File: config.mk
export PLATFORM = sky130hd
export DESIGN_NAME = text_line_folder_unit
export DESIGN_NICKNAME = d
export VERILOG_FILES = /design/src/hw/rtl/tlf_pkg.sv /design/src/hw/rtl/tlf_seq.sv /design/src/hw/rtl/text_line_folder_unit.sv
export SDC_FILE = /design/constraint.sdc
export NUM_CORES = 1
export LEC_CHECK = 0
export BUFFER_PORTS_ARGS = -buffer_cell sky130_fd_sc_hd__buf_2
export CAP_MARGIN = 10
export CORE_UTILIZATION = 60
export DETAILED_ROUTE_END_ITERATION = 10
export PLACE_DENSITY = 0.88
export SYNTH_ARGS = -nofsm -noshare
export SYNTH_HDL_FRONTEND = slang
export SYNTH_SLANG_ARGS = --single-unit
File: constraint.sdc
create_clock -name clk -period 12.4 [get_ports clk]
set_input_delay 1.86 -clock clk [delete_from_list [all_inputs] [get_ports clk]]
set_output_delay 1.86 -clock clk [all_outputs]
set_load 0.005 [all_outputs]
File: src/hw/rtl/tlf_pkg.sv
// tlf_pkg: shared types, character and register codes, and the microcode rom
// of the text line folder sequencer
// no dependencies
`default_nettype none

package tlf_pkg;

  // character codes
  localparam logic [7:0] CH_SPACE = 8'h20;
  localparam logic [7:0] CH_TAB   = 8'h09;
  localparam logic [7:0] CH_NL    = 8'h0A;

  // configuration register indexes
  localparam logic [1:0] REG_LINE_WIDTH = 2'd0;
  localparam logic [1:0] REG_TAB_SIZE   = 2'd1;
  localparam logic [1:0] REG_FILL_CHAR  = 2'd2;

  // configuration reset values and limits
  localparam logic [5:0] LINE_WIDTH_RST = 6'd10;
  localparam logic [3:0] TAB_SIZE_RST   = 4'd4;
  localparam logic [3:0] TAB_SIZE_MAX   = 4'd8;
  localparam logic [7:0] FILL_CHAR_RST  = 8'd32;

  localparam int UA_W = 5;
  typedef logic [UA_W-1:0] uaddr_t;

  // micro-operations of the datapath
  typedef enum logic [3:0] {
    UOP_NOP,
    UOP_FCHK,     // newline ahead of a word that overflows a non-empty line
    UOP_FBYTE,    // emit buffered word bytes, loops until the word is out
    UOP_SPACE,    // space, or newline at the line end
    UOP_NL,       // newline, column back to zero
    UOP_STORE,    // append the request byte to the word buffer
    UOP_SETSKIP,  // start swallowing spaces after a full word
    UOP_RSTLINE,  // end of stream: clear line state
    UOP_TABWRAP,  // newline when the line is full, start column remainder
    UOP_MOD,      // one restoring step of column mod tab size
    UOP_PADINIT,  // pad length = min(columns left, distance to tab stop)
    UOP_PAD       // emit fill bytes, loops over the pad length
  } uop_t;

  // jump conditions
  typedef enum logic [1:0] {
    JMP_NEXT,
    JMP_ALWAYS,
    JMP_SHORT     // word still shorter than the line after the store
  } jmp_t;

  typedef struct packed {
    uop_t   op;
    jmp_t   jmp;
    uaddr_t target;
  } uword_t;

  // program entry points
  localparam uaddr_t A_EOS     = 5'd0;
  localparam uaddr_t A_SPC     = 5'd3;
  localparam uaddr_t A_NL      = 5'd6;
  localparam uaddr_t A_TAB     = 5'd9;
  localparam uaddr_t A_TABONLY = 5'd11;
  localparam uaddr_t A_SKNL    = 5'd15;
  localparam uaddr_t A_SKCH    = 5'd16;
  localparam uaddr_t A_WORD    = 5'd17;
  localparam uaddr_t A_END     = 5'd21;

  typedef struct packed {
    logic [5:0] line_width;
    logic [3:0] tab_size;
    logic [7:0] fill_char;
  } cfg_t;

  // byte handed from the sequencer to the output register
  typedef struct packed {
    logic       vld;
    logic [7:0] chr;
    logic       last;
  } push_t;

  function automatic uword_t uw(input uop_t op, input jmp_t jmp, input uaddr_t tgt);
    uword_t w;
    w.op     = op;
    w.jmp    = jmp;
    w.target = tgt;
    return w;
  endfunction

  // microcode rom
  function automatic uword_t ucode(input uaddr_t a);
    uword_t w;
    unique case (a)
      // end of stream
      5'd0:  w = uw(UOP_FCHK,    JMP_NEXT,   A_END);
      5'd1:  w = uw(UOP_FBYTE,   JMP_NEXT,   A_END);
      5'd2:  w = uw(UOP_RSTLINE, JMP_ALWAYS, A_END);
      // space after a word
      5'd3:  w = uw(UOP_FCHK,    JMP_NEXT,   A_END);
      5'd4:  w = uw(UOP_FBYTE,   JMP_NEXT,   A_END);
      5'd5:  w = uw(UOP_SPACE,   JMP_ALWAYS, A_END);
      // newline after a word
      5'd6:  w = uw(UOP_FCHK,    JMP_NEXT,   A_END);
      5'd7:  w = uw(UOP_FBYTE,   JMP_NEXT,   A_END);
      5'd8:  w = uw(UOP_NL,      JMP_ALWAYS, A_END);
      // tab after a word, falls into the tab body
      5'd9:  w = uw(UOP_FCHK,    JMP_NEXT,   A_END);
      5'd10: w = uw(UOP_FBYTE,   JMP_NEXT,   A_END);
      5'd11: w = uw(UOP_TABWRAP, JMP_NEXT,   A_END);
      5'd12: w = uw(UOP_MOD,     JMP_NEXT,   A_END);
      5'd13: w = uw(UOP_PADINIT, JMP_NEXT,   A_END);
      5'd14: w = uw(UOP_PAD,     JMP_ALWAYS, A_END);
      // newline after swallowed spaces
      5'd15: w = uw(UOP_NL,      JMP_ALWAYS, A_END);
      // other byte after swallowed spaces: separator, then the word body
      5'd16: w = uw(UOP_SPACE,   JMP_NEXT,   A_END);
      // word byte
      5'd17: w = uw(UOP_STORE,   JMP_SHORT,  A_END);
      5'd18: w = uw(UOP_FCHK,    JMP_NEXT,   A_END);
      5'd19: w = uw(UOP_FBYTE,   JMP_NEXT,   A_END);
      5'd20: w = uw(UOP_SETSKIP, JMP_NEXT,   A_END);
      default: w = uw(UOP_NOP,   JMP_ALWAYS, A_END);
    endcase
    return w;
  endfunction

endpackage

`default_nettype wire

File: src/hw/rtl/tlf_seq.sv
// tlf_seq: microcoded sequencer and datapath of the text line folder
// uses tlf_pkg for the microcode rom, codes and interface structs
`default_nettype none

module tlf_seq #(
  parameter int MAX_WIDTH = 32
) (
  input  wire logic          clk,
  input  wire logic          rst_n,
  input  wire tlf_pkg::cfg_t cfg,
  input  wire logic          in_valid,
  output logic               in_ready,
  input  wire logic [7:0]    in_char,
  input  wire logic          in_eos,
  input  wire logic          out_free,
  output tlf_pkg::push_t     push
);

  localparam int CW = $clog2(MAX_WIDTH + 1);
  localparam int AW = $clog2(MAX_WIDTH);
  localparam int SW = CW + 4;
  localparam logic [CW-1:0] MAXW = CW'(MAX_WIDTH);

  typedef enum logic [1:0] {
    ST_IDLE = 2'b01,
    ST_RUN  = 2'b10
  } seq_state_t;

  seq_state_t       state_r, state_nxt;
  tlf_pkg::uaddr_t  pc_r, pc_nxt;
  logic [CW-1:0]    col_r, col_nxt;
  logic [CW-1:0]    wl_r, wl_nxt;
  logic             skip_r, skip_nxt;
  logic [CW-1:0]    cnt_r, cnt_nxt;
  logic [CW-1:0]    rem_r, rem_nxt;
  logic [7:0]       char_r, char_nxt;
  logic             pend_vld_r, pend_vld_nxt;
  logic [7:0]       pend_chr_r, pend_chr_nxt;
  logic [7:0]       rdata_r;
  logic [7:0]       mem [MAX_WIDTH];

  tlf_pkg::uword_t  uw;
  logic [CW-1:0]    w_eff;
  logic [3:0]       ts_eff;
  logic             accept, entry_go, skip_clr;
  tlf_pkg::uaddr_t  entry;
  logic             fchk_nl, col_full, byte_left, store_short, rem_ge;
  logic [CW-1:0]    wl_after;
  logic [SW-1:0]    rem_sh, stop_w, left_w;
  logic [CW-1:0]    pad_len;
  logic             need_emit, loop_hold, stall, do_step, jump_taken;
  logic [7:0]       emit_chr;
  tlf_pkg::uaddr_t  next_addr;
  logic             mem_we;
  logic [AW-1:0]    rd_addr;

  assign uw = tlf_pkg::ucode(pc_r);

  // clamp the configured line width and tab size
  always_comb begin
    if (cfg.line_width == 6'd0) begin
      w_eff = CW'(1);
    end else if (cfg.line_width > 6'(MAX_WIDTH)) begin
      w_eff = MAXW;
    end else begin
      w_eff = cfg.line_width[CW-1:0];
    end
    if (cfg.tab_size == 4'd0) begin
      ts_eff = 4'd1;
    end else if (cfg.tab_size > tlf_pkg::TAB_SIZE_MAX) begin
      ts_eff = tlf_pkg::TAB_SIZE_MAX;
    end else begin
      ts_eff = cfg.tab_size;
    end
  end

  // request dispatch to a program entry
  assign in_ready = (state_r == ST_IDLE) && !pend_vld_r;
  assign accept   = in_valid && in_ready;

  always_comb begin
    entry    = tlf_pkg::A_WORD;
    entry_go = 1'b1;
    skip_clr = 1'b0;
    if (in_eos) begin
      entry = tlf_pkg::A_EOS;
    end else if (skip_r) begin
      skip_clr = (in_char != tlf_pkg::CH_SPACE);
      if (in_char == tlf_pkg::CH_SPACE) begin
        entry_go = 1'b0;
      end else if (in_char == tlf_pkg::CH_NL) begin
        entry = tlf_pkg::A_SKNL;
      end else if (in_char == tlf_pkg::CH_TAB) begin
        entry = tlf_pkg::A_TABONLY;
      end else begin
        entry = tlf_pkg::A_SKCH;
      end
    end else if (in_char == tlf_pkg::CH_SPACE) begin
      entry = tlf_pkg::A_SPC;
    end else if (in_char == tlf_pkg::CH_NL) begin
      entry = tlf_pkg::A_NL;
    end else if (in_char == tlf_pkg::CH_TAB) begin
      entry = tlf_pkg::A_TAB;
    end
  end

  // datapath conditions
  assign fchk_nl     = (col_r != '0) &&
                       (({1'b0, col_r} + {1'b0, wl_r}) > {1'b0, w_eff});
  assign col_full    = (col_r >= w_eff);
  assign byte_left   = (cnt_r < wl_r);
  assign wl_after    = (wl_r < MAXW) ? wl_r + CW'(1) : wl_r;
  assign store_short = (wl_after < w_eff);

  // remainder step and pad length
  assign rem_sh  = SW'(ts_eff) << cnt_r;
  assign rem_ge  = (SW'(rem_r) >= rem_sh);
  assign stop_w  = SW'(ts_eff) - SW'(rem_r);
  assign left_w  = SW'(w_eff - col_r);
  assign pad_len = (left_w < stop_w) ? left_w[CW-1:0] : stop_w[CW-1:0];

  // per-step emission and loop control
  always_comb begin
    need_emit = 1'b0;
    emit_chr  = tlf_pkg::CH_NL;
    loop_hold = 1'b0;
    unique case (uw.op)
      tlf_pkg::UOP_FCHK: need_emit = fchk_nl;
      tlf_pkg::UOP_FBYTE: begin
        need_emit = byte_left;
        emit_chr  = rdata_r;
        loop_hold = byte_left;
      end
      tlf_pkg::UOP_SPACE: begin
        need_emit = 1'b1;
        emit_chr  = col_full ? tlf_pkg::CH_NL : tlf_pkg::CH_SPACE;
      end
      tlf_pkg::UOP_NL:      need_emit = 1'b1;
      tlf_pkg::UOP_TABWRAP: need_emit = col_full;
      tlf_pkg::UOP_MOD:     loop_hold = (cnt_r != '0);
      tlf_pkg::UOP_PAD: begin
        need_emit = 1'b1;
        emit_chr  = cfg.fill_char;
        loop_hold = (cnt_r != CW'(1));
      end
      default: ;
    endcase
  end

  assign stall   = (state_r == ST_RUN) && need_emit && pend_vld_r && !out_free;
  assign do_step = (state_r == ST_RUN) && !stall;

  // next address
  always_comb begin
    case (uw.jmp)
      tlf_pkg::JMP_ALWAYS: jump_taken = 1'b1;
      tlf_pkg::JMP_SHORT:  jump_taken = store_short;
      default:             jump_taken = 1'b0;
    endcase
    next_addr = jump_taken ? uw.target : tlf_pkg::uaddr_t'(pc_r + 1'b1);
  end

  // register next values
  always_comb begin
    state_nxt    = state_r;
    pc_nxt       = pc_r;
    col_nxt      = col_r;
    wl_nxt       = wl_r;
    skip_nxt     = skip_r;
    cnt_nxt      = cnt_r;
    rem_nxt      = rem_r;
    char_nxt     = char_r;
    pend_vld_nxt = pend_vld_r;
    pend_chr_nxt = pend_chr_r;

    if (accept) begin
      char_nxt = in_char;
      if (skip_clr) begin
        skip_nxt = 1'b0;
      end
      if (entry_go) begin
        state_nxt = ST_RUN;
        pc_nxt    = entry;
      end
    end

    if (do_step) begin
      unique case (uw.op)
        tlf_pkg::UOP_FCHK: begin
          if (fchk_nl) begin
            col_nxt = '0;
          end
          cnt_nxt = '0;
        end
        tlf_pkg::UOP_FBYTE: begin
          if (byte_left) begin
            cnt_nxt = cnt_r + CW'(1);
          end else begin
            col_nxt = col_r + wl_r;
            wl_nxt  = '0;
          end
        end
        tlf_pkg::UOP_SPACE: col_nxt = col_full ? '0 : col_r + CW'(1);
        tlf_pkg::UOP_NL:    col_nxt = '0;
        tlf_pkg::UOP_STORE: wl_nxt = wl_after;
        tlf_pkg::UOP_SETSKIP: skip_nxt = 1'b1;
        tlf_pkg::UOP_RSTLINE: begin
          col_nxt  = '0;
          wl_nxt   = '0;
          skip_nxt = 1'b0;
        end
        tlf_pkg::UOP_TABWRAP: begin
          col_nxt = col_full ? '0 : col_r;
          rem_nxt = col_full ? '0 : col_r;
          cnt_nxt = CW'(CW - 1);
        end
        tlf_pkg::UOP_MOD: begin
          if (rem_ge) begin
            rem_nxt = rem_r - rem_sh[CW-1:0];
          end
          if (cnt_r != '0) begin
            cnt_nxt = cnt_r - CW'(1);
          end
        end
        tlf_pkg::UOP_PADINIT: cnt_nxt = pad_len;
        tlf_pkg::UOP_PAD: begin
          col_nxt = col_r + CW'(1);
          cnt_nxt = cnt_r - CW'(1);
        end
        default: ;
      endcase
      if (!loop_hold) begin
        pc_nxt = next_addr;
        if (next_addr == tlf_pkg::A_END) begin
          state_nxt = ST_IDLE;
        end
      end
    end

    // one byte held back so the last one of a request can be marked
    if (do_step && need_emit) begin
      pend_vld_nxt = 1'b1;
      pend_chr_nxt = emit_chr;
    end else if ((state_r == ST_IDLE) && pend_vld_r && out_free) begin
      pend_vld_nxt = 1'b0;
    end
  end

  // hand the held byte to the output register
  always_comb begin
    push.vld  = pend_vld_r &&
                ((do_step && need_emit) || ((state_r == ST_IDLE) && out_free));
    push.chr  = pend_chr_r;
    push.last = (state_r == ST_IDLE);
  end

  // word buffer
  assign mem_we  = do_step && (uw.op == tlf_pkg::UOP_STORE) && (wl_r < MAXW);
  assign rd_addr = cnt_nxt[AW-1:0];

  always_ff @(posedge clk) begin
    if (mem_we) begin
      mem[wl_r[AW-1:0]] <= char_r;
    end
    rdata_r <= mem[rd_addr];
  end

  // control state
  always_ff @(posedge clk) begin
    if (!rst_n) begin
      state_r    <= ST_IDLE;
      pc_r       <= tlf_pkg::A_END;
      col_r      <= '0;
      wl_r       <= '0;
      skip_r     <= 1'b0;
      pend_vld_r <= 1'b0;
    end else begin
      state_r    <= state_nxt;
      pc_r       <= pc_nxt;
      col_r      <= col_nxt;
      wl_r       <= wl_nxt;
      skip_r     <= skip_nxt;
      pend_vld_r <= pend_vld_nxt;
    end
  end

  // working registers
  always_ff @(posedge clk) begin
    cnt_r      <= cnt_nxt;
    rem_r      <= rem_nxt;
    char_r     <= char_nxt;
    pend_chr_r <= pend_chr_nxt;
  end

  // column and word length stay within the buffer
  a_col_bound: assert property (@(posedge clk) disable iff (!rst_n)
    col_r <= MAXW)
    else $error("column beyond maximum width");

  a_wl_bound: assert property (@(posedge clk) disable iff (!rst_n)
    wl_r <= MAXW)
    else $error("word length beyond buffer");

  // swallowing spaces only ever follows a flushed word
  a_skip_empty: assert property (@(posedge clk) disable iff (!rst_n)
    skip_r |-> (wl_r == '0))
    else $error("space swallowing with a pending word");

endmodule

`default_nettype wire

File: src/hw/rtl/text_line_folder_unit.sv
// text_line_folder_unit: greedy word-wrap line folder top, config and output registers
// uses tlf_pkg, tlf_seq; each request runs a microcode program: a word byte is stored,
// a space or newline first flushes the buffered word byte by byte, a byte that completes
// a full word flushes it too; a tab adds a wrap check, clog2(MAX_WIDTH+1) remainder steps
// and the fill bytes; one request at a time, the sequencer pauses while the output is full
// synchronous reset clears line state and loads register defaults, word buffer kept
`default_nettype none

module text_line_folder_unit #(
  parameter int MAX_WIDTH = 32
) (
  input  wire logic       clk,
  input  wire logic       rst_n,
  input  wire logic       cfg_wr_en,
  input  wire logic [1:0] cfg_index,
  input  wire logic [7:0] cfg_wdata,
  input  wire logic       in_valid,
  output logic            in_ready,
  input  wire logic [7:0] in_char_code,
  input  wire logic       in_end_of_stream,
  output logic            out_valid,
  input  wire logic       out_ready,
  output logic [7:0]      out_char,
  output logic            out_last
);

  tlf_pkg::cfg_t  cfg_r;
  tlf_pkg::push_t push;
  logic           out_valid_r;
  logic [7:0]     out_char_r;
  logic           out_last_r;
  logic           out_free;

  // configuration registers
  always_ff @(posedge clk) begin
    if (!rst_n) begin
      cfg_r.line_width <= tlf_pkg::LINE_WIDTH_RST;
      cfg_r.tab_size   <= tlf_pkg::TAB_SIZE_RST;
      cfg_r.fill_char  <= tlf_pkg::FILL_CHAR_RST;
    end else if (cfg_wr_en) begin
      case (cfg_index)
        tlf_pkg::REG_LINE_WIDTH: cfg_r.line_width <= cfg_wdata[5:0];
        tlf_pkg::REG_TAB_SIZE:   cfg_r.tab_size   <= cfg_wdata[3:0];
        tlf_pkg::REG_FILL_CHAR:  cfg_r.fill_char  <= cfg_wdata;
        default: ;
      endcase
    end
  end

  // sequencer
  tlf_seq #(
    .MAX_WIDTH (MAX_WIDTH)
  ) u_seq (
    .clk      (clk),
    .rst_n    (rst_n),
    .cfg      (cfg_r),
    .in_valid (in_valid),
    .in_ready (in_ready),
    .in_char  (in_char_code),
    .in_eos   (in_end_of_stream),
    .out_free (out_free),
    .push     (push)
  );

  // output register
  assign out_free = !out_valid_r || out_ready;

  always_ff @(posedge clk) begin
    if (!rst_n) begin
      out_valid_r <= 1'b0;
    end else if (push.vld) begin
      out_valid_r <= 1'b1;
    end else if (out_ready) begin
      out_valid_r <= 1'b0;
    end
  end

  always_ff @(posedge clk) begin
    if (push.vld) begin
      out_char_r <= push.chr;
      out_last_r <= push.last;
    end
  end

  assign out_valid = out_valid_r;
  assign out_char  = out_char_r;
  assign out_last  = out_last_r;

  // the sequencer never overwrites a byte still waiting at the output
  a_push_free: assert property (@(posedge clk) disable iff (!rst_n)
    push.vld |-> out_free)
    else $error("byte pushed into a full output register");

  // no new request while bytes of the previous one are still held back
  a_accept_drained: assert property (@(posedge clk) disable iff (!rst_n)
    (in_valid && in_ready) |-> !push.vld)
    else $error("request accepted during a push");

  // a marked last byte is never directly followed by a second marked last byte
  a_last_gap: assert property (@(posedge clk) disable iff (!rst_n)
    (push.vld && push.last) |=> !(push.vld && push.last))
    else $error("two request ends in consecutive cycles");

endmodule

`default_nettype wire

==> flow_results.org, run 1 <==
** Clocking
- The clock drives 347 sinks.
- Clock network latency to the later pin of the worst-skew pair :: 0.55 ns
- Once the clock tree was built, the setup fixing pass inserted 0 buffers.
- TritonCTS buffer count :: 36
- Cell chosen for the clock root :: clkbuf_16
- Quantity of gates resized following cts :: 0
- The longest clock path from root to sink contains 3 buffers.
- Number of hold buffers added after CTS :: 0
- The H-tree generated during clock tree synthesis spans 2 levels.
- Clock-pin slew was measured on the worst setup and hold paths at 0.06 ns.
- TritonCTS built the clock tree.

** Setup path
- Grouping stages by cell kind, the critical path spends the most delay in compound AO/OA/AOI/OAI gates.
- Maximum single-stage delay on the critical path :: 0.98 ns
- Data arrival at the endpoint of the critical path :: 6.91 ns
- Kind of end point of the critical path :: register
- The worst setup path is launched from a register.
- Startpoint-to-endpoint class of the critical path :: register to register
- For the worst setup path, the data required time is 12.83 ns.
- Count of buffering cells on the critical path with inverters included :: 3
- Cells along the critical path :: nor4_1 > o21ai_0 > ha_1 > inv_1 > fa_1 > a21o_1 > a21oi_1 > o21bai_1 > a21oi_1 > ha_1 > a21oi_1 > o221a_2 > mux2i_1 > a211o_1 > a311oi_4 > buf_4 > buf_4 > mux2_2 > o221ai_1 > o21ai_0 > a211o_1
- CP max stage cell :: buf_4
- The worst register-to-register path has a setup slack of 5.92 ns.
- Max FO, Critical Path :: 76
- The cell that appears most often on the critical path is a21oi_1.

** Floorplanning
- Height of the die :: 169 um
- Starting density of the core :: 61.6%
- Area of the placeable core :: 27,100 um^2
- The die covers 28,500 um^2.
- Number of cell rows :: 60
- In this run the horizontal extent of the chip is 169 um.
- For this design the top-level I/O count stands at 35.

** Synthesis
- Number of cells produced by synthesis :: 1,298
- During synthesis, Yosys emitted a total of 0 warnings.
- Synth Net Count :: 1,388
- Counting flops with an async set or reset pin after synthesis yields a share of 0%.
- Sequential share of the synthesized area :: 58.9%
- Fraction of synthesized area in multiplexers :: 9.38%
- Fraction of the mapped netlist area in compound gates :: 11.6%
- Post-synth EDFFs :: 288
- Fraction of post-synthesis cell area in the top cell type by area :: 51.8%
- Summing the areas of all and, or, nand and nor instances in the mapped netlist gives 10.4% of the synthesized area.
- The synthesized netlist devotes 5.19% of its cell area to adder and majority cells.
- The synthesized netlist occupies a cell area of 16,700 um^2.
- Ranking of synthesized cells by area :: edfxtp_1 (52%), dfxtp_1 (7.1%), mux2i_1 (5.9%), ha_1 (4.7%), mux4_2 (2.2%)
- Post-synthesis share of cell area spent on xor and xnor gates :: 1.37%
- By area, the combinational part of the netlist is dominated by compound AO/OA/AOI/OAI gates.
- Of all cell types, the one taking the most synthesized area is edfxtp_1.
- Number of different library cells in the post-synthesis netlist :: 82
- Averaged over all synthesized cells, the footprint is 12.9 um^2.
- The synthesized design contains 347 register bits.
- Leading register cell type out of synthesis :: edfxtp_1

** STA
- RSZ-0062 raised after global routing :: no
- Headroom to the max-slew limit came out at 15.2%.
- Final Setup Violations :: 0
- For the pin with the worst max-slew slack, the measured transition is 1.27 ns.
- Fmax :: 154 MHz
- Final hold vios :: 0
- The max-slew violation total from the final report came to 0.
- The final critical path takes up 52.3% of the cycle.
- Minimum clock period :: 6.48 ns
- Total negative slack for setup checks :: 0 ns
- Final clock skew :: 0.0189 ns

** Placed design
- Once detailed placement completed, the half-perimeter wirelength came to 25.4 mm.
- In this run the tool buffered the top-level ports with 34 buffer cells.
- Final estimated routing congestion in global placement :: 0.930

** Flow run
- # Max-Cap Violations :: 0

** GRT
- Entering global routing, the biggest net connects 77 pins.
- Via count of the first global-routing pass :: 10,700
- Total congestion overflow after global routing :: 0
- Global routing used 27.9% of the available tracks.
- Number of antenna violations at the first check in global routing :: 0
- First-pass GRT wire length :: 60.6 mm

** Layout
- Cells with a size suffix above 1 make up 12.0% of the layout.
- For this run, the post-layout net count is 1,411.
- The number of antenna diodes in the final layout is 0.
- Relative to the synthesized area, the layout overhead comes to 10.3%.
- Layout fillers :: 1,800
- Cells fill 67.9% of the core in the end.

** Drt
- Antenna-violating nets left :: 0
- Drt pass-1 iters :: 6
- After detailed routing, the number of vias per cell comes to 6.48.
- Dividing the detail-routed wire length by the instance count gives 22.7 um.
- Across all layers, the routed design uses 11,200 vias.
- Remaining design rule violation count :: 0
- Routed wire length :: 39.1 mm
- Drt initial violations :: 1,578

** Outcome
- The flow ran to the end, and the final reports show no timing, DRC or antenna violations.

** Pwr
- Power spread over the standard cell area amounts to 147 nW/um^2.
- Standby leakage power :: 6.93 nW
- Across the VDD grid, the largest voltage drop is 130 uV.

** Hold path
- The tightest min-delay check is of the register to register type.
[cells in the mapped netlist, types with 8 or more instances]
library cell    n
o211a_1        16
and2_1          9
ha_1           62
a211o_1         9
inv_1          52
nand3_1        43
a31oi_1        11
mux2i_1        99
xnor2_1        15
buf_4          11
o221ai_1        8
a21oi_1        55
xor2_1         11
mux4_2         16
nand3b_1       11
edfxtp_1      288
buf_2          16
o21a_1         10
nand2_1        67
nor3_1         16
a22oi_1        22
mux2_2         19
nor2b_1        53
a211oi_1       15
dfxtp_1        59
a21o_1         14
o22ai_1        11
nand2b_1       13
clkbuf_1       25
o21ai_0        45
nor2_1         86
[cells by family (layout without fill, tap and decap cells)]
logic type,Yosys count,count (layout)
flops,347,347
compound gates,271,271
buf+inv,113,164
fa+ha+maj,67,67
mux,134,134
xor+xnor,26,26
simple gates,340,340
[cell type report]
class	count	area (um^2)	share of cell area, %
clock buffer	44	972	5.29
clock inverter	22	284	1.54
multi-input combinational	838	6370	34.6
tap	372	465	2.53
timing repair buffer	44	273	1.48
sequential	347	9830	53.4
inverter	54	203	1.10
[worst reg2reg max path: stages (launching register included)]
cell and delay, ns:
dfxtp_1 0.36, nor4_1 0.06, o21ai_0 0.33, ha_1 0.24, inv_1 0.05, fa_1 0.39, a21o_1 0.19, a21oi_1 0.20
o21bai_1 0.09, a21oi_1 0.16, ha_1 0.27, a21oi_1 0.15, o221a_2 0.32, mux2i_1 0.12, a211o_1 0.34, a311oi_4 0.29
buf_4 0.71, buf_4 0.99, mux2_2 0.44, o221ai_1 0.22, o21ai_0 0.16, a211o_1 0.31
[power by group]
part / leakage [nW] / switching (W) / internal, W / total [W]
combinational: 3.24 / 0.000136 / 0.0000985 / 0.000235
sequential: 3.08 / 0.0000416 / 0.00129 / 0.00133
clock: 0.603 / 0.000468 / 0.000673 / 0.00114
total: 6.93 / 0.000646 / 0.00206 / 0.00270
[layout by cell type, fill, tap and decap left out, types with 7 or more instances in the layout]
cell type    n
mux2i_1     99
a211oi_1    15
ha_1        62
nor2_1      86
a211o_1      9
a211oi_2     7
xnor2_1     15
a31oi_1     11
nor3_1      16
edfxtp_1   288
nand3_1     43
nand2_1     67
inv_1       52
o221ai_1     8
buf_4        8
nand3b_1    11
o21a_1      10
mux2_2      19
a22oi_1     22
mux4_2      16
nor2b_1     53
o211a_1     16
nand4_1      7
o22ai_1     11
nand2b_1    13
xor2_1      11
a21o_1      14
clkbuf_16   37
buf_2       34
dfxtp_1     59
and2_1       9
a21oi_1     55
o21ai_0     44
[path summary, 6_finish.rpt]
path | cells past startpoint | from | endpoint
max reg2reg | 21 | cfg_r[14] | u_seq.rdata_r[4]
min reg2reg | 0 | u_seq.pend_chr_r[0] | out_char[0]
min | 0 | u_seq.pend_chr_r[0] | out_char[0]
max | 21 | cfg_r[14] | u_seq.rdata_r[4]
[sequential cells by signal, summed over array words and instances, names as in the netlist, 8 cells and up]
register,count
u_seq.mem,256
cfg_r,18
out_char,8
u_seq.char_r,8
u_seq.pend_chr_r,8
u_seq.rdata_r,8
[per-layer routing]
| layer | up-vias | track usage [%] | share of wire (%) |
|---|---|---|---|
| met3 | 133 | 5.59 | 10 |
| met1 | 5388 | 38.3 | 40 |
| met2 | 637 | 43.1 | 46 |
| met4 | 0 | 13.1 | 4.6 |
| met5 | - | 0 | 0 |
| li1 | 4994 | - | - |
[metrics by stage]
stage | hold WS, ns | setup slack (ns) | instance area (um^2) | total power (W) | instances
finish | 0.421 | 5.92 | 18400 | 0.00270 | 1721
global route | 0.438 | 5.46 | 18400 | 0.00278 | 1721
CTS | 0.419 | 5.87 | 18400 | 0.00270 | 1719
detailed placement | 0.405 | 5.91 | 17100 | 0.00158 | 1653
global placement | 0.411 | 6.08 | 17100 | 0.00157 | 1653
floorplan | 0.400 | 7.74 | 16700 | 0.00151 | 1298
Power figures use the tool's default switching activity.
==> inputs of run 2 (changes only) <==
ABC_AREA = 1   (was default)
CORE_UTILIZATION = 57   (was 60)
PLACE_DENSITY = 0.87   (was 0.88)
clock period = 5.7 ns   (was 12.4 ns; I/O delays follow)
==> run 2 against run 1 <==
Effect of this change: die area increased by 11%; clock-buffer cell count grew 6; routed wire length increased by 15%; combinational power grew to 6.5 times the previous value; synthesized area up 5.7%; via count rose by 26%; sequential cell count unchanged; core utilization fell by 4.5 points; hold slack gained 0.0012 ns; critical endpoint is now u_seq.rdata_r[0].
==> flow_results.org, run 2 <==
** Pwr
- Standby leakage power :: 8.00 nW
- In this run, flip-flops and latches consume 42.7% of the power.
- Internal portion of total power :: 0.00472 W
- The clock network burns 35.4% of the power.
- VDD sags by at most 242 uV.
- Overall power consumption after layout is estimated at 0.00695 W.
- For this design the total switching power over the nets is 0.00222 W.
- Net switching is 32.0% of the power.
- For this design the ratio of total power to cell area is 359 nW/um^2.
- Part of the total power dissipated in combinational logic :: 22.0%

** Layout
- Registers take 9830 um^2.
- Compared with the post-synthesis result, the final layout area differs by 9.66%.
- Total inserted antenna cells :: 0
- The register with the most flip-flops in the layout has 256 of them.
- Core utilization of the finished layout :: 63.4%
- Share of cells above drive strength 1 :: 8.08%
- Layout fillers :: 2,252
- In the final design database the tool counted 2,006 nets.
- Most common cell after layout, fill and taps aside :: nand2_1
- The top cell types in the final layout, fill and taps aside, are nand2_1 (459), nand3_1 (312), edfxtp_1 (288).
- After the flow finishes, the layout carries non-filler instances totaling 2,340.
- Area occupied by multi-input gates :: 6460 um^2

** STA
- Total negative slack for setup checks :: 0 ns
- Setup violations remaining at the end of the flow were counted as 0.
- Worst slew margin :: 22.4%
- Fin. max-slew vios :: 0
- Setup repair after global routing left no endpoint under its margin.
- Worst slew pin tran :: 1.16 ns
- Minimum clock period :: 5.10 ns
- After layout, the worst setup slack is 0.597 ns.
- On the final layout, the worst clock skew is 0.0158 ns.
- Final hold vios :: 0
- Final clock period utilization by the worst path :: 89.5%
- For this run, the top clock speed supported by timing is 196 MHz.

** Floorplanning
- The core region is 30,500 um^2.
- Number of cell rows :: 64
- Measured along the x axis, the die boundary spans 178 um.
- The initial utilization of the core area, before any placement, comes to 57.8%.
- Count of pins on the block boundary :: 35
- The die is 178 um tall.
- Die Footprint :: 31,700 um^2

** Synthesis
- Synthesis instantiated 60 different standard cells from the library.
- Post-synth EDFFs :: 288
- Post-synthesis instance area :: 17,600 um^2
- Summed over all instances, the cell type with the most area after synthesis is edfxtp_1.
- Yosys reg bits :: 347
- Top cells by count, synth :: nand2_1 (459), nand3_1 (312), edfxtp_1 (288)
- In the synthesized netlist, the number of instances is 1,901.
- Yosys instantiated no cell more often than nand2_1.
- Average instance area after synthesis :: 9.28 um^2
- Ranking of synthesized cells by area :: edfxtp_1 (49%), nand2_1 (9.8%), nand3_1 (8.9%), dfxtp_1 (6.7%), inv_1 (5.0%)
- Number of synthesis warnings :: 0
- Counting flops with an async set or reset pin after synthesis yields a share of 0%.
- The number of nets in the synthesized netlist is 1,991.
- Of the post-synthesis cell area, the dominant cell type holds 49.0%.
- Sequential share of the synthesized area :: 55.7%
- Leading register cell type out of synthesis :: edfxtp_1

** Drt
- The detailed router finished its first iteration with 1,641 violations.
- Vias per inst :: 6.02
- Routed wire length :: 45.1 mm
- Average wire length per cell after detail routing :: 19.3 um
- For this run, design rule violations remaining after detail routing come to 0.
- The first detailed-routing pass ran for 6 iterations.
- Antenna-violating nets left :: 0
- Detailed-route via count :: 14,100

** Setup path
- Startpoint-to-endpoint class of the critical path :: register to register
- On the worst path, the slowest cell contributes a delay of 0.48 ns.
- Data arrival at the endpoint of the critical path :: 5.53 ns
- Grouping stages by cell kind, the critical path spends the most delay in simple AND/OR/NAND/NOR gates.
- CP max stage cell :: dfxtp_1
- Max FO, Critical Path :: 59
- Counting both buffers and inverters, the worst setup path holds a total of 1.
- STA classifies the critical path startpoint as a register.
- Kind of end point of the critical path :: register
- At the worst endpoint, the required time is 6.13 ns.
- In this design, the critical path's most frequently occurring cell is nand2_1.

** Hold path
- Classification of the worst-slack hold path :: register to register

** Placed design
- Post-Place Worst Slack :: 0.781 ns
- The count of buffers added on input and output ports is 34.
- Once placement completed, the tool counted placed cells totaling 2,273.
- The wire-length estimate of the detail-placed layout is 29.3 mm.
- Routability-driven placement finished with a final weighted congestion of 0.970.

** Clocking
- Register clock-pin slew on the reported worst setup and hold paths :: 0.06 ns
- Clock tree synthesis inserted a total of 37 buffers.
- CTS saw 347 sinks.
- Postcts setup bufs :: 0
- Clock tree from TritonCTS :: done
- H-Tree Level Count :: 2
- Once the clock tree was built, the resizer swapped 0 gates to a different size.
- Clock network latency to the later pin of the worst-skew pair :: 0.55 ns
- Cell chosen for the clock root :: clkbuf_16
- In this run, post-CTS hold repair placed 0 buffers.
- In this run the deepest clock path goes through 3 buffers.

** GRT
- The initial antenna violation count is 0.
- In the global route stage, overall resource usage came out at 29.0%.
- First-pass GRT wire length :: 70.2 mm
- Via count of the first global-routing pass :: 13,300
- Total congestion overflow after global routing :: 0
- Entering global routing, the biggest net connects 129 pins.

** Outcome
- The flow ran to the end, and the final reports show no timing, DRC or antenna violations.

** Flow run
- # Max-Cap Violations :: 0
[run 2: cell count changes after synthesis, moves of 21 or more]
cell / previous run / this run
nand2_1: 67 / 459
nand3_1: 43 / 312
inv_1: 52 / 237
mux2i_1: 99 / 0
nor2b_1: 53 / 0
buf_2: 16 / 47
nand3b_1: 11 / 34
a22oi_1: 22 / 1
[run 2: through the flow]
| stage | hold slack [ns] | instance area [um^2] |
|---|---|---|
| 6_report | 0.422 | 19300 |
| 5_1_grt | 0.426 | 19300 |
| 4_1_cts | 0.417 | 19300 |
| 3_5_place_dp | 0.406 | 18100 |
| 3_3_place_gp | 0.403 | 18100 |
| 2_1_floorplan | 0.400 | 17600 |
[run 2: power by group through the flow]
stage	registers (W)	logic [W]	clock network, W
after floorplan	0.00296	0.00109	0
after global placement	0.00301	0.00141	0
after detailed placement	0.00301	0.00145	0
after CTS	0.00296	0.00148	0.00247
after global routing	0.00297	0.00168	0.00257
final	0.00296	0.00153	0.00246
[run 2: worst paths after layout]
kind | start | to | slack, ns | depth (start not counted)
worst max-delay path | u_seq.wl_r[2] | u_seq.rdata_r[0] | 0.60 | 29
worst min-delay path | u_seq.pend_chr_r[3] | out_char[3] | 0.42 | 0
worst max register to register | u_seq.wl_r[2] | u_seq.rdata_r[0] | 0.60 | 29
worst min register to register | u_seq.pend_chr_r[3] | out_char[3] | 0.42 | 0
[run 2: final cells by class]
| class | instances | share of cell area (%) |
|---|---|---|
| multi-input combinational | 1225 | 33.4 |
| tap | 396 | 2.56 |
| clock inverter | 17 | 1.10 |
| sequential | 347 | 50.8 |
| timing repair buffer | 51 | 1.67 |
| clock buffer | 50 | 5.47 |
| inverter | 254 | 4.96 |
[run 2: kinds of logic (layout without fill, tap and decap cells)]
family | count (synthesis) | after routing | synth area share, %
buffers and inverters | 329 | 372 | 7.73
adders and majority gates | 66 | 66 | 4.85
and+or+nand+nor | 969 | 969 | 24.8
AOI/OAI and AO/OA | 165 | 165 | 5.67
DFF | 347 | 347 | 55.7
xor gates and xnor gates | 25 | 25 | 1.24
[run 2: per-layer routing]
layer / routed length, um / global-route usage, %
met5: 0 / 0
met4: 2170 / 13.0
met3: 5210 / 4.61
met2: 20700 / 46.3
met1: 17000 / 38.9
==> inputs of run 3 (changes only) <==
CORE_ASPECT_RATIO = 1.4   (was default)
SYNTH_HIERARCHICAL = 1   (was default)
==> run 3 against run 2 <==
Effect of this change: sequential share of layout area down 0.69 points; clock power down 15%; setup slack worse by 0.0059 ns; non-clock buffer count up 10; die area up 2.6%; sequential power about the same; hold slack better by 0.0017 ns; clock skew up 0.0030 ns; critical path depth up 1; critical endpoint is now u_seq/rdata_r[2]; largest power group unchanged.
==> flow_results.org, run 3 <==
** Hold path
- Classification of the worst-slack hold path :: register to register

** Pwr
- For this design the total switching power over the nets is 0.00291 W.
- Fraction of power spent switching nets :: 37.7%
- Of the total power, registers draw 38.8%.
- Internal portion of total power :: 0.00481 W
- Clock power frac :: 27.1%
- Power spread over the standard cell area amounts to 394 nW/um^2.
- Across the VDD grid, the largest voltage drop is 223 uV.
- Part of the total power dissipated in combinational logic :: 34.1%
- Total power :: 0.00772 W
- The analysis attributes to cell leakage a power of 8.34 nW.

** STA
- Final Setup Violations :: 0
- Based on the critical path, the design can be clocked at up to 196 MHz.
- Summed over all failing endpoints, the final setup total negative slack is 0 ns.
- Setup repair after global routing left no endpoint under its margin.
- Worst slew pin tran :: 1.20 ns
- The max-slew violation total from the final report is 0.
- The worst pin sits at a relative slew slack of 20.2%.
- Worst Setup Slack, final :: 0.591 ns
- The number of failing hold endpoints at the final stage is 0.
- Final clock skew :: 0.0188 ns
- Minimum clock period :: 5.11 ns
- Final clock period utilization by the worst path :: 89.6%

** Clocking
- Postcts setup bufs :: 0
- H-Tree Level Count :: 1
- The later pin in the worst-skew pair is clocked with a latency of 0.58 ns.
- Post-CTS repair changed the size of 0 cells.
- The number of clock buffers added by TritonCTS is 30.
- TritonCTS sink count :: 347
- TritonCTS built the clock tree.
- Clock Path Buffers :: 3
- The root buffer cell chosen for the clock tree is clkbuf_16.
- After clock tree synthesis, the flow added hold-fix buffers numbering 0.
- Clock-pin slew was measured on the worst setup and hold paths at 0.07 ns.

** Floorplanning
- In this run the vertical extent of the chip is 213 um.
- Number of cell rows :: 76
- The initial utilization of the core area, before any placement, comes to 58.4%.
- 35 I/O pins were placed.
- Die width :: 153 um
- Area of the placeable core :: 31,000 um^2
- The floorplan step defined a die boundary enclosing 32,500 um^2.

** GRT
- For met2 alone, demand over resource in global routing was 56.4%.
- The global routing stage identified its most utilized layer as met2.
- Via count of the first global-routing pass :: 14,300
- Summed over all layers, the global routing overflow is 0.
- Maximum number of pins on one net before global-route repair :: 99
- Global-route total usage across every layer :: 30.5%
- Fraction of met3 tracks used by global routing :: 4.73%
- Number of antenna violations at the first check in global routing :: 0
- The first global-routing pass estimated 75.4 mm of wire.
- In the global route stage, met1 resource usage came out at 30.4%.

** Synthesis
- Sequential share of the synthesized area :: 54.3%
- Yosys reg bits :: 347
- Fraction of post-synthesis cell area in the top cell type by area :: 47.8%
- Top cells by count, synth :: nand2_1 (387), nand3_1 (340), inv_1 (315)
- Yosys printed 6 warnings.
- Most common cell in the netlist :: nand2_1
- In the synthesized netlist the dominant register cell turns out to be edfxtp_1.
- In this run the cell area of the synthesized design comes to 18,100 um^2.
- The biggest area contributor in the post-synthesis netlist is edfxtp_1.
- Share of flip-flops with an asynchronous set or reset :: 0%
- Average instance area after synthesis :: 9.13 um^2
- Synthesis produced 1,982 cells.
- Number of different library cells in the post-synthesis netlist :: 52
- Ranking of synthesized cells by area :: edfxtp_1 (48%), nand3_1 (9.4%), nand2_1 (8.0%), inv_1 (6.5%), dfxtp_1 (6.5%)
- Synthesis produced a netlist with a net count of 2,072.
- Post-synth EDFFs :: 288

** Drt
- Drt initial violations :: 1,312
- After detailed routing, the number of vias per cell comes to 5.96.
- After detailed routing, the total wire length is 48.7 mm.
- The detail route stage leaves a number of antenna-violating nets equal to 0.
- After detailed routing, the average wire length per cell comes to 20.2 um.
- For this block, the via count after detailed routing is 14,400.
- For this run, the detailed router's first-pass iteration total came to 5.
- In the routed design, unresolved DRC markers number 0.

** Setup path
- Max FO, Critical Path :: 55
- The largest single stage delay on the critical path is 0.48 ns.
- STA classifies the critical path endpoint as a register.
- The number of buffers and inverters on the critical path is 5.
- STA classifies the critical path startpoint as a register.
- Crit path required time :: 6.16 ns
- Startpoint-to-endpoint class of the critical path :: register to register
- Cell mode on critical path :: nand2_1
- STA puts the critical path data arrival time at 5.57 ns.
- CP max stage cell :: dfxtp_1
- Cell family contributing the most delay on the critical path :: simple AND/OR/NAND/NOR gates

** Placed design
- Counting tap cells, the placed design contains a total of 2,351 instances.
- Final estimated routing congestion in global placement :: 1.01
- Detailed placer's ending HPWL :: 33.3 mm
- OpenSTA, run right after detailed placement, puts the worst setup slack at 0.810 ns.
- Post-place instance area :: 18,600 um^2
- Port buffering added 34 buffers.

** Layout
- Summing all non-filler instances in the final layout gives an area of 19,600 um^2.
- Final Instance Count excl. Fillers :: 2,407
- Top library cells by usage in the layout, fill and taps aside :: nand2_1 (385), nand3_1 (340), inv_1 (315)
- Most common cell after layout, fill and taps aside :: nand2_1
- Signed area change from the synthesized netlist to the final layout :: 8.37%
- Cells with a size suffix above 1 make up 7.29% of the layout.
- In the final design database the tool counted 2,083 nets.
- The register with the most flip-flops in the layout has 256 of them.
- 0 antenna diodes ended up in the layout.

** Outcome
- The flow ran to the end, and the final reports show no timing, DRC or antenna violations.

** Flow run
- # Max-Cap Violations :: 0
run 3: cell count changes in the layout (fill, tap and decap cells not counted), moves of 6 or more:
cell,delta
nand2_1,-74
nor2_1,+19
o21ai_0,-15
buf_4,+7
clkbuf_16,-6
nand3b_1,+46
inv_1,+78
nand3_1,+28
run 3: logic make-up (layout without fill, tap and decap cells):
family	after synthesis	in the layout	share of synthesized area (%)
and+or+nand+nor	982	982	25.3
buffers and inverters	414	449	9.42
DFF	347	347	54.3
AOI/OAI and AO/OA	147	147	4.95
adders and majority gates	66	66	4.73
xor gates and xnor gates	26	26	1.26
run 3: per-layer routing:
metal / up-vias / wire (um) / part of all wire [%]
li1: 6650 / - / -
met1: 6676 / 15700 / 32
met2: 767 / 25100 / 52
met3: 257 / 3790 / 7.8
met4: 0 / 4130 / 8.5
met5: - / 0 / 0
run 3: final cells by class:
type	instances	area (um^2)
Tap cell	390	488
Timing Repair Buffer	61	435
Clock inverter	14	114
Fill cell	2385	11400
Sequential cell	347	9830
Clock buffer	42	911
Multi-Input combinational cell	1221	6580
Inverter	332	1250
run 3: path summary, 6_finish.rpt:
| kind | from | to | slack (ns) | cells after the start |
|---|---|---|---|---|
| max | u_seq/col_r[0] | u_seq/rdata_r[2] | 0.59 | 30 |
| min | u_seq/pend_chr_r[7] | out_char[7] | 0.42 | 0 |
| max reg2reg | u_seq/col_r[0] | u_seq/rdata_r[2] | 0.59 | 30 |
| min reg2reg | u_seq/pend_chr_r[7] | out_char[7] | 0.42 | 0 |
run 3: power groups by stage:
| stage | Clock, W | Combinational (W) | Sequential (W) |
|---|---|---|---|
| finish | 0.00209 | 0.00263 | 0.00299 |
| global route | 0.00219 | 0.00285 | 0.00300 |
| CTS | 0.00210 | 0.00257 | 0.00299 |
| detailed placement | 0 | 0.00254 | 0.00304 |
| global placement | 0 | 0.00248 | 0.00304 |
| floorplan | 0 | 0.00184 | 0.00297 |
run 3: through the flow:
step	hold slack, ns	utilization [%]
after floorplan	0.400	-
after global placement	0.401	59.9
after detailed placement	0.405	59.9
after CTS	0.421	63.3
after global routing	0.429	63.3
final	0.424	63.3
